### src/rtl/adrc_pkg.sv
// adrc_pkg: shared types, constants and table builder for the compressor
// used by adrc_ctrl, adrc_dp and audio_dynamic_range_compressor
`default_nettype none
package adrc_pkg;

  localparam int SAMPLE_WIDTH_DEF = 24;
  localparam int CFG_INDEX_W = 3;
  localparam int CFG_DATA_W = 24;

  localparam logic [CFG_INDEX_W-1:0] REG_THRESHOLD = 3'd0;
  localparam logic [CFG_INDEX_W-1:0] REG_KNEE = 3'd1;
  localparam logic [CFG_INDEX_W-1:0] REG_SLOPE = 3'd2;
  localparam logic [CFG_INDEX_W-1:0] REG_ATTACK = 3'd3;
  localparam logic [CFG_INDEX_W-1:0] REG_RELEASE = 3'd4;
  localparam logic [CFG_INDEX_W-1:0] REG_RMS = 3'd5;
  localparam logic [CFG_INDEX_W-1:0] REG_MODE = 3'd6;

  localparam logic signed [14:0] THRESHOLD_RST = -15'sd5120;
  localparam logic [12:0] KNEE_RST = 13'd1536;
  localparam logic [15:0] SLOPE_RST = 16'd49152;
  localparam logic [23:0] ATTACK_RST = 24'd16742299;
  localparam logic [23:0] RELEASE_RST = 24'd16773721;
  localparam logic [23:0] RMS_RST = 24'd16770227;

  localparam logic [16:0] LEVEL_FLOOR = 17'd36864;
  localparam logic [31:0] PEAK_SCALE = 32'd394566;
  localparam logic [31:0] POWER_SCALE = 32'd197283;
  localparam logic [31:0] EXP_SCALE = 32'd2786635;
  localparam logic signed [31:0] REDUCE_MARK = -32'sd1677722;
  localparam logic signed [31:0] GAIN_FLOOR = -32'sd1073741824;
  localparam logic [46:0] MS_MAX = 47'h4000_0000_0000;

  typedef enum logic [4:0] {
    OP_NONE, OP_LOAD, OP_SQ, OP_MS1, OP_MS2, OP_MS3, OP_MS4, OP_MS5, OP_MS6,
    OP_LOGI, OP_NORM, OP_MINIT, OP_SQR, OP_SQS, OP_NL, OP_DB, OP_LVL, OP_OVER,
    OP_KNEE, OP_KSQ, OP_KDIV0, OP_KDIV, OP_R, OP_GD, OP_GU, OP_EXP, OP_AF,
    OP_LM, OP_LR, OP_LSH, OP_Y, OP_OUT
  } op_t;

  typedef enum logic [1:0] {KNEE_NONE, KNEE_LIN, KNEE_SOFT} knee_t;

  typedef struct packed {
    logic  rms;
    logic  zero;
    logic  norm;
    logic  cnt15;
    logic  cnt20;
    logic  cnt25;
    logic  out_free;
    knee_t knee;
  } stat_t;

  function automatic logic [63:0] floor_sqrt(input logic [63:0] v_in);
    logic [63:0] v;
    logic [63:0] r;
    logic [63:0] b;
    v = v_in;
    r = '0;
    b = 64'h4000_0000_0000_0000;
    for (int i = 0; i < 32; i++) begin
      if (v >= r + b) begin
        v = v - (r + b);
        r = (r >> 1) + b;
      end else begin
        r = r >> 1;
      end
      b = b >> 2;
    end
    return r;
  endfunction

  // 2^(-2^-k) in Q1.30, k = 0..20
  function automatic logic [20:0][30:0] build_pow();
    logic [20:0][30:0] t;
    logic [63:0] cur;
    cur = 64'h2000_0000;
    t[0] = cur[30:0];
    for (int k = 1; k <= 20; k++) begin
      cur = floor_sqrt(cur << 30);
      t[k] = cur[30:0];
    end
    return t;
  endfunction

endpackage
`default_nettype wire

### src/rtl/adrc_ctrl.sv
// adrc_ctrl: sequencer for the compressor datapath
// depends on adrc_pkg (op_t, stat_t, knee_t)
`default_nettype none
module adrc_ctrl (
  input  wire logic          clk,
  input  wire logic          rst,
  input  wire logic          in_valid,
  output logic               in_ready,
  input  wire adrc_pkg::stat_t stat,
  output adrc_pkg::op_t      op
);

  typedef enum logic [4:0] {
    S_IDLE, S_SQ, S_MS1, S_MS2, S_MS3, S_MS4, S_MS5, S_MS6, S_LOGI, S_NORM,
    S_MINIT, S_SQR, S_SQS, S_NL, S_DB, S_LVL, S_OVER, S_KNEE, S_KSQ, S_KDIV0,
    S_KDIV, S_R, S_GD, S_GU, S_EXP, S_AF, S_LM, S_LR, S_LSH, S_Y, S_OUT
  } state_t;

  state_t state;

  assign in_ready = (state == S_IDLE);

  always_ff @(posedge clk) begin
    if (rst) begin
      state <= S_IDLE;
    end else begin
      unique case (state)
        S_IDLE: if (in_valid) state <= stat.rms ? S_SQ : S_LOGI;
        S_SQ: state <= S_MS1;
        S_MS1: state <= S_MS2;
        S_MS2: state <= S_MS3;
        S_MS3: state <= S_MS4;
        S_MS4: state <= S_MS5;
        S_MS5: state <= S_MS6;
        S_MS6: state <= S_LOGI;
        S_LOGI: state <= S_NORM;
        S_NORM: begin
          if (stat.zero) state <= S_LVL;
          else if (stat.norm) state <= S_MINIT;
        end
        S_MINIT: state <= S_SQR;
        S_SQR: state <= S_SQS;
        S_SQS: state <= stat.cnt15 ? S_NL : S_SQR;
        S_NL: state <= S_DB;
        S_DB: state <= S_LVL;
        S_LVL: state <= S_OVER;
        S_OVER: state <= S_KNEE;
        S_KNEE: state <= (stat.knee == adrc_pkg::KNEE_SOFT) ? S_KSQ : S_R;
        S_KSQ: state <= S_KDIV0;
        S_KDIV0: state <= S_KDIV;
        S_KDIV: if (stat.cnt25) state <= S_R;
        S_R: state <= S_GD;
        S_GD: state <= S_GU;
        S_GU: state <= S_EXP;
        S_EXP: state <= S_AF;
        S_AF: state <= S_LM;
        S_LM: state <= S_LR;
        S_LR: state <= stat.cnt20 ? S_LSH : S_LM;
        S_LSH: state <= S_Y;
        S_Y: state <= S_OUT;
        S_OUT: if (stat.out_free) state <= S_IDLE;
        default: state <= S_IDLE;
      endcase
    end
  end

  always_comb begin
    unique case (state)
      S_IDLE: op = in_valid ? adrc_pkg::OP_LOAD : adrc_pkg::OP_NONE;
      S_SQ: op = adrc_pkg::OP_SQ;
      S_MS1: op = adrc_pkg::OP_MS1;
      S_MS2: op = adrc_pkg::OP_MS2;
      S_MS3: op = adrc_pkg::OP_MS3;
      S_MS4: op = adrc_pkg::OP_MS4;
      S_MS5: op = adrc_pkg::OP_MS5;
      S_MS6: op = adrc_pkg::OP_MS6;
      S_LOGI: op = adrc_pkg::OP_LOGI;
      S_NORM: op = (stat.zero || stat.norm) ? adrc_pkg::OP_NONE : adrc_pkg::OP_NORM;
      S_MINIT: op = adrc_pkg::OP_MINIT;
      S_SQR: op = adrc_pkg::OP_SQR;
      S_SQS: op = adrc_pkg::OP_SQS;
      S_NL: op = adrc_pkg::OP_NL;
      S_DB: op = adrc_pkg::OP_DB;
      S_LVL: op = adrc_pkg::OP_LVL;
      S_OVER: op = adrc_pkg::OP_OVER;
      S_KNEE: op = adrc_pkg::OP_KNEE;
      S_KSQ: op = adrc_pkg::OP_KSQ;
      S_KDIV0: op = adrc_pkg::OP_KDIV0;
      S_KDIV: op = adrc_pkg::OP_KDIV;
      S_R: op = adrc_pkg::OP_R;
      S_GD: op = adrc_pkg::OP_GD;
      S_GU: op = adrc_pkg::OP_GU;
      S_EXP: op = adrc_pkg::OP_EXP;
      S_AF: op = adrc_pkg::OP_AF;
      S_LM: op = adrc_pkg::OP_LM;
      S_LR: op = adrc_pkg::OP_LR;
      S_LSH: op = adrc_pkg::OP_LSH;
      S_Y: op = adrc_pkg::OP_Y;
      // keep the output product alive while the result waits
      S_OUT: op = stat.out_free ? adrc_pkg::OP_OUT : adrc_pkg::OP_Y;
      default: op = adrc_pkg::OP_NONE;
    endcase
  end

endmodule
`default_nettype wire

### config.mk
export PLATFORM = sky130hd
export DESIGN_NAME = adrc_ctrl
export DESIGN_NICKNAME = d
export VERILOG_FILES = /design/src/rtl/adrc_pkg.sv /design/src/rtl/adrc_ctrl.sv
export SDC_FILE = /design/constraint.sdc
export NUM_CORES = 1
export LEC_CHECK = 0
export BUFFER_PORTS_ARGS = -buffer_cell sky130_fd_sc_hd__buf_2
export CORE_MARGIN = 2
export CORE_UTILIZATION = 45
export DETAILED_ROUTE_END_ITERATION = 12
export PLACE_DENSITY = 0.72
export SYNTH_ARGS = -nofsm -noshare
export SYNTH_HDL_FRONTEND = slang
export SYNTH_SLANG_ARGS = --single-unit
### constraint.sdc
create_clock -name clk -period 2.5 [get_ports clk]
set_clock_uncertainty 0.15 [all_clocks]
set_input_delay 0.5 -clock clk [delete_from_list [all_inputs] [get_ports clk]]
set_output_delay 0.5 -clock clk [all_outputs]
set_load 0.005 [all_outputs]
=== Yosys cells after proc, flatten, opt, wreduce, memory -nomap -nowiden ===
Cells that the tools add are included.

* Equality and inequality tests: 35
* Multiplexer cells: 14
* Reductions and logical operators: 3

{| class="wikitable"
|+ Operator list
! kind !! number
|-
| 5-bit one-hot mux with 31 select lines || 2
|-
| 5-bit equality test (second input constant) || 15
|-
| 5-bit by 4-bit equality test with 1-bit output (second input constant) || 8
|-
| 5-bit 2-to-1 mux || 5
|-
| 5-bit by 3-bit equality test with 1-bit output (second input constant) || 4
|-
| 5-bit by 2-bit equality test with 1-bit output (second input constant) || 2
|-
| 3-bit 2-to-1 mux || 3
|-
| 4-bit 2-to-1 mux || 2
|-
| 2-bit inequality test (second input constant) || 3
|-
| 5-bit by 1-bit equality test with 1-bit output (second input constant) || 1
|-
| 5-bit zero test || 1
|-
| 4-bit AND reduction || 1
|-
| 3-bit inequality test (second input constant) || 1
|-
| 2-bit equality test (second input constant) || 1
|-
| 1-bit 2-to-1 mux || 2
|-
| 1-bit logical OR || 1
|}

* Bits in registers: 5
* Input bits: 12
* Output and inout port bits: 6
* Logic and storage cells: 53

=== Longest topological paths before layout ===
* Depth in word-level cells: 3
* Mapped depth: 7
* Mapped depth without buffers: 5

=== Worst setup path before layout ===
No wires, ideal clock.

* Kind: reg2out
* Start: register state[0]
* End: output op[3]
* Arrival: 1.156 ns
* Data required time: 1.850 ns
* Path slack: 0.694 ns
* Stages on the path, launching flop included: 5
* Path buffers: 2
* Path through: dfxtp_1 > buf_2 > clkbuf_1 > o21ai_0 > a22o_1

* Longest elaborated chain between the ends: 2
* Elaborated cells on any way between the ends: 32
* Classes of those cells: eq/ne: 30; mux: 1; reduce/logical: 1

{| class="wikitable"
|+ Ends and longest elaborated chain
! element !! RTL line !! source
|-
| start: declaration || adrc_ctrl.sv:19 || <nowiki>state_t state;</nowiki>
|-
| start signal: assignment || adrc_ctrl.sv:28 || <nowiki>S_IDLE: if (in_valid) state <= stat.rms ? S_SQ : S_LOGI;</nowiki>
|-
| start signal: assignment || adrc_ctrl.sv:43 || <nowiki>S_SQS: state <= stat.cnt15 ? S_NL : S_SQR;</nowiki>
|-
| start signal: assignment || adrc_ctrl.sv:48 || <nowiki>S_KNEE: state <= (stat.knee == adrc_pkg::KNEE_SOFT) ? S_KSQ : S_R;</nowiki>
|-
| 5-bit equality test, or another cell as far along || adrc_ctrl.sv:68 || <nowiki>unique case (state)</nowiki>
|-
| 5-bit one-hot mux with 31 select lines (*) || adrc_ctrl.sv:68 ||
|-
| end: declaration || adrc_ctrl.sv:10 || <nowiki>output adrc_pkg::op_t op</nowiki>
|}

Mark *: on every way between the ends. The rest lies on a longest branch, timed or not.

=== Final worst setup path ===
* Start: register state[4]
* End: output op[0]

Same word-level chain as after synthesis.

==> flow_summary.toml <==
[clock_tree]
cts_inserted_buffers = 3
root_buffer = "clkbuf_4"
clockBufferDepth = 2
cts_max_level = 1
clock_latency_ns = 0.25
cts_resized = 0
cts_tree = "done"
clk_pin_slew_worst_paths_ns = 0.04
clock-sinks = 5
holdBufCountCts = 0
post_cts_buffers = 0

[detailed_routing]
wl_um = 1560
ant_nets = 0
wl_per_cell_um = 13.1
route.detailed.drc = 0
firstDrtPassIters = 4
via_per_inst = 5.81
drt_iter0_drc = 10
via_count = 691

[synthesis]
seq_area_frac_synth_pct = 16.5
syn_area_um2 = 606
ys_ff_latch = 5
async_reset_ff_share_pct = 0
yosys.area_share.adder_pct = 0
synth_edf_count = 0
synth_cells = 88
synth_flop_cell = "dfxtp_1"
synthMuxAreaShare_pct = 0
synth_area_leader_cell = "dfxtp_1"
synth_common_cells = "nand2_1, nor3_1"
synth_top_family_by_area = "simple AND/OR/NAND/NOR gates"
synth_compound_area_share_pct = 30.2
synth_top_area_share_pct = 16.5
syn_area_per_cell_um2 = 6.88
syn-num-nets = 100
synth_xor_area_share_pct = 2.89
yosysMostFrequentCell = "nand2_1"
ys_types = 37
ys_top_cells_by_area = "dfxtp_1, nand2_1, nor3_1"
yosys.area_share.simple_pct = 39.5
yosys_warnings = 0

[place]
gp_congestion = 0.767
dp_slack_ns = 0.483
place_area_um2 = 692
dp_hpwl_um = 1080
numPortBuffers = 17

[worst_setup_path]
rrSetupSlack_ns = 0.53
crit_path_start_kind = "flip-flop"
cpLargestDelayFamily = "simple AND/OR/NAND/NOR gates"
r2r-start = "state[4]$_SDFFE_PP0P_"
crit_type = "reg -> out"
slowest_delay_ns = 0.48
slowest_stage = "or3_4"
crit_chain = "or3_4 -> o32ai_1 -> nor2_1 -> buf_2"
reg2reg_depth = 5
cp_max_fo = 16
required_ns = 1.85
crit_buf_inv = 1
r2r_end = "state[1]$_SDFFE_PP0P_"
crit_path_end_kind = "primary output"
critPathArrivalTime_ns = 1.63

[sta]
worst_slew_pin_slew_ns = 0.679
hold_violations = 0
grt_setup_unrepaired = "no"
slew_violations = 0
period_needed_ns = 2.28
whs_ns = 0.325
timing.slew.headroom_pct = 54.7
max_freq_mhz = 439
period_share_pct = 91.1
fin_tns_setup_ns = 0
layout_setup_ws_ns = 0.221
setup_viol = 0

[power_and_ir_drop]
power_frac_comb_pct = 39.6
power_frac_seq_pct = 34.1
power_density_nw_per_um2 = 508
leakagePower_nw = 0.273
ir_drop_mv = 0.324
switchingPower_mw = 0.139
power.internal_mw = 0.226
sw_frac_of_total_pct = 38.2
pwr-share-clk_pct = 26.2

[floorplanning]
start_util_pct = 47.1
io_pins = 18
fp.coreArea_um2 = 1280
die_h_um = 40.7
design.die.area_um2 = 1660
die_w_um = 40.7
fp-row-count = 13

[cells_and_area]
largest_reg_flops = 5
fill_cells = 137
seq_area_um2 = 100
final_area_um2 = 718
reg_top3 = "state x5"
layout-drive-gt1-share_pct = 28.8
largest_register = "state"
layout.nets = 117
area_growth_pct = 18.6
final_core_util_pct = 55.9
multi_input_area_um2 = 439
diodes = 0

[min_path]
hp-start = "rst"
hold_end = "state[2]$_SDFFE_PP0P_"
worstHoldPathType = "in -> reg"
min_path_cells = 2

[grt]
grt_usage_pct = 20.9
grt_pass1_vias = 553
grt_max_degree = 23
grt.overflow.total = 0
antenna_found_initial = 0
grt_pass1_wl_um = 2350

[run]
maxCapViolations = 0

[outcome]
status = "finished, final reports clean"
==> metrics by stage <==
stage               cells  total power, mW
floorplan              88            0.223
global placement      115            0.268
detailed placement    115            0.270
CTS                   119            0.366
global route          119            0.395
finish                119            0.365
==> power groups by stage <==
| stage | Clock (mW) | Sequential [mW] | Combinational (mW) |
|---|---|---|---|
| floorplan | 0 | 0.0937 | 0.129 |
| global placement | 0 | 0.124 | 0.144 |
| detailed placement | 0 | 0.125 | 0.145 |
| finish | 0.0957 | 0.125 | 0.145 |
| global route | 0.106 | 0.126 | 0.162 |
| CTS | 0.0971 | 0.123 | 0.145 |
==> how the worst max path moves through the flow <==
stage / start / to / depth (start not counted)
3_5_place_dp: state[4]$_SDFFE_PP0P_ / op[0] / 4
5_1_grt: state[4]$_SDFFE_PP0P_ / op[0] / 4
6_report: state[4]$_SDFFE_PP0P_ / op[0] / 4
3_3_place_gp: state[4]$_SDFFE_PP0P_ / op[0] / 4
2_1_floorplan: state[0]$_SDFFE_PP0P_ / op[3] / 4
4_1_cts: state[4]$_SDFFE_PP0P_ / op[0] / 4
==> cell type report <==
| type | instances | share of cell area, % |
|---|---|---|
| multi-input cells | 69 | 61.1 |
| flip-flops and latches | 5 | 13.9 |
| inverters | 5 | 2.61 |
| repair buffers | 21 | 16.0 |
| well taps | 15 | 2.61 |
| clock buffers | 4 | 3.66 |
==> logic make-up (layout without fill, tap and decap cells) <==
family / after synthesis / count (layout)
AOI/OAI and AO/OA: 26 / 26
xor gates and xnor gates: 2 / 2
and+or+nand+nor: 41 / 41
buffers and inverters: 14 / 30
DFF: 5 / 5
==> layout by cell type, fill, tap and decap left out, drive strengths merged <==
master / n
clkbuf: 4
nand3: 2
inv: 5
a31oi: 2
a21oi: 5
a21boi: 1
nor2b: 1
and3: 1
nand2b: 1
nand4: 3
o2bb2ai: 1
o311ai: 1
o21ai: 5
o211ai: 2
nor3: 9
o32ai: 2
buf: 21
nor2: 5
nor4b: 1
and3b: 1
o31ai: 1
dfxtp: 5
xnor2: 2
o22ai: 1
or4: 1
a211oi: 3
a22o: 1
nor4: 2
nand2: 12
a311oi: 1
or3: 2
==> metal layers <==
layer	vias to the layer above	global-route usage (%)	share of wire [%]
met5	-	0	0
met4	0	0	0
met3	0	6.52	4.1
met2	17	35.3	46
met1	311	27.5	50
li1	363	-	-
Power figures use the tool's default switching activity.
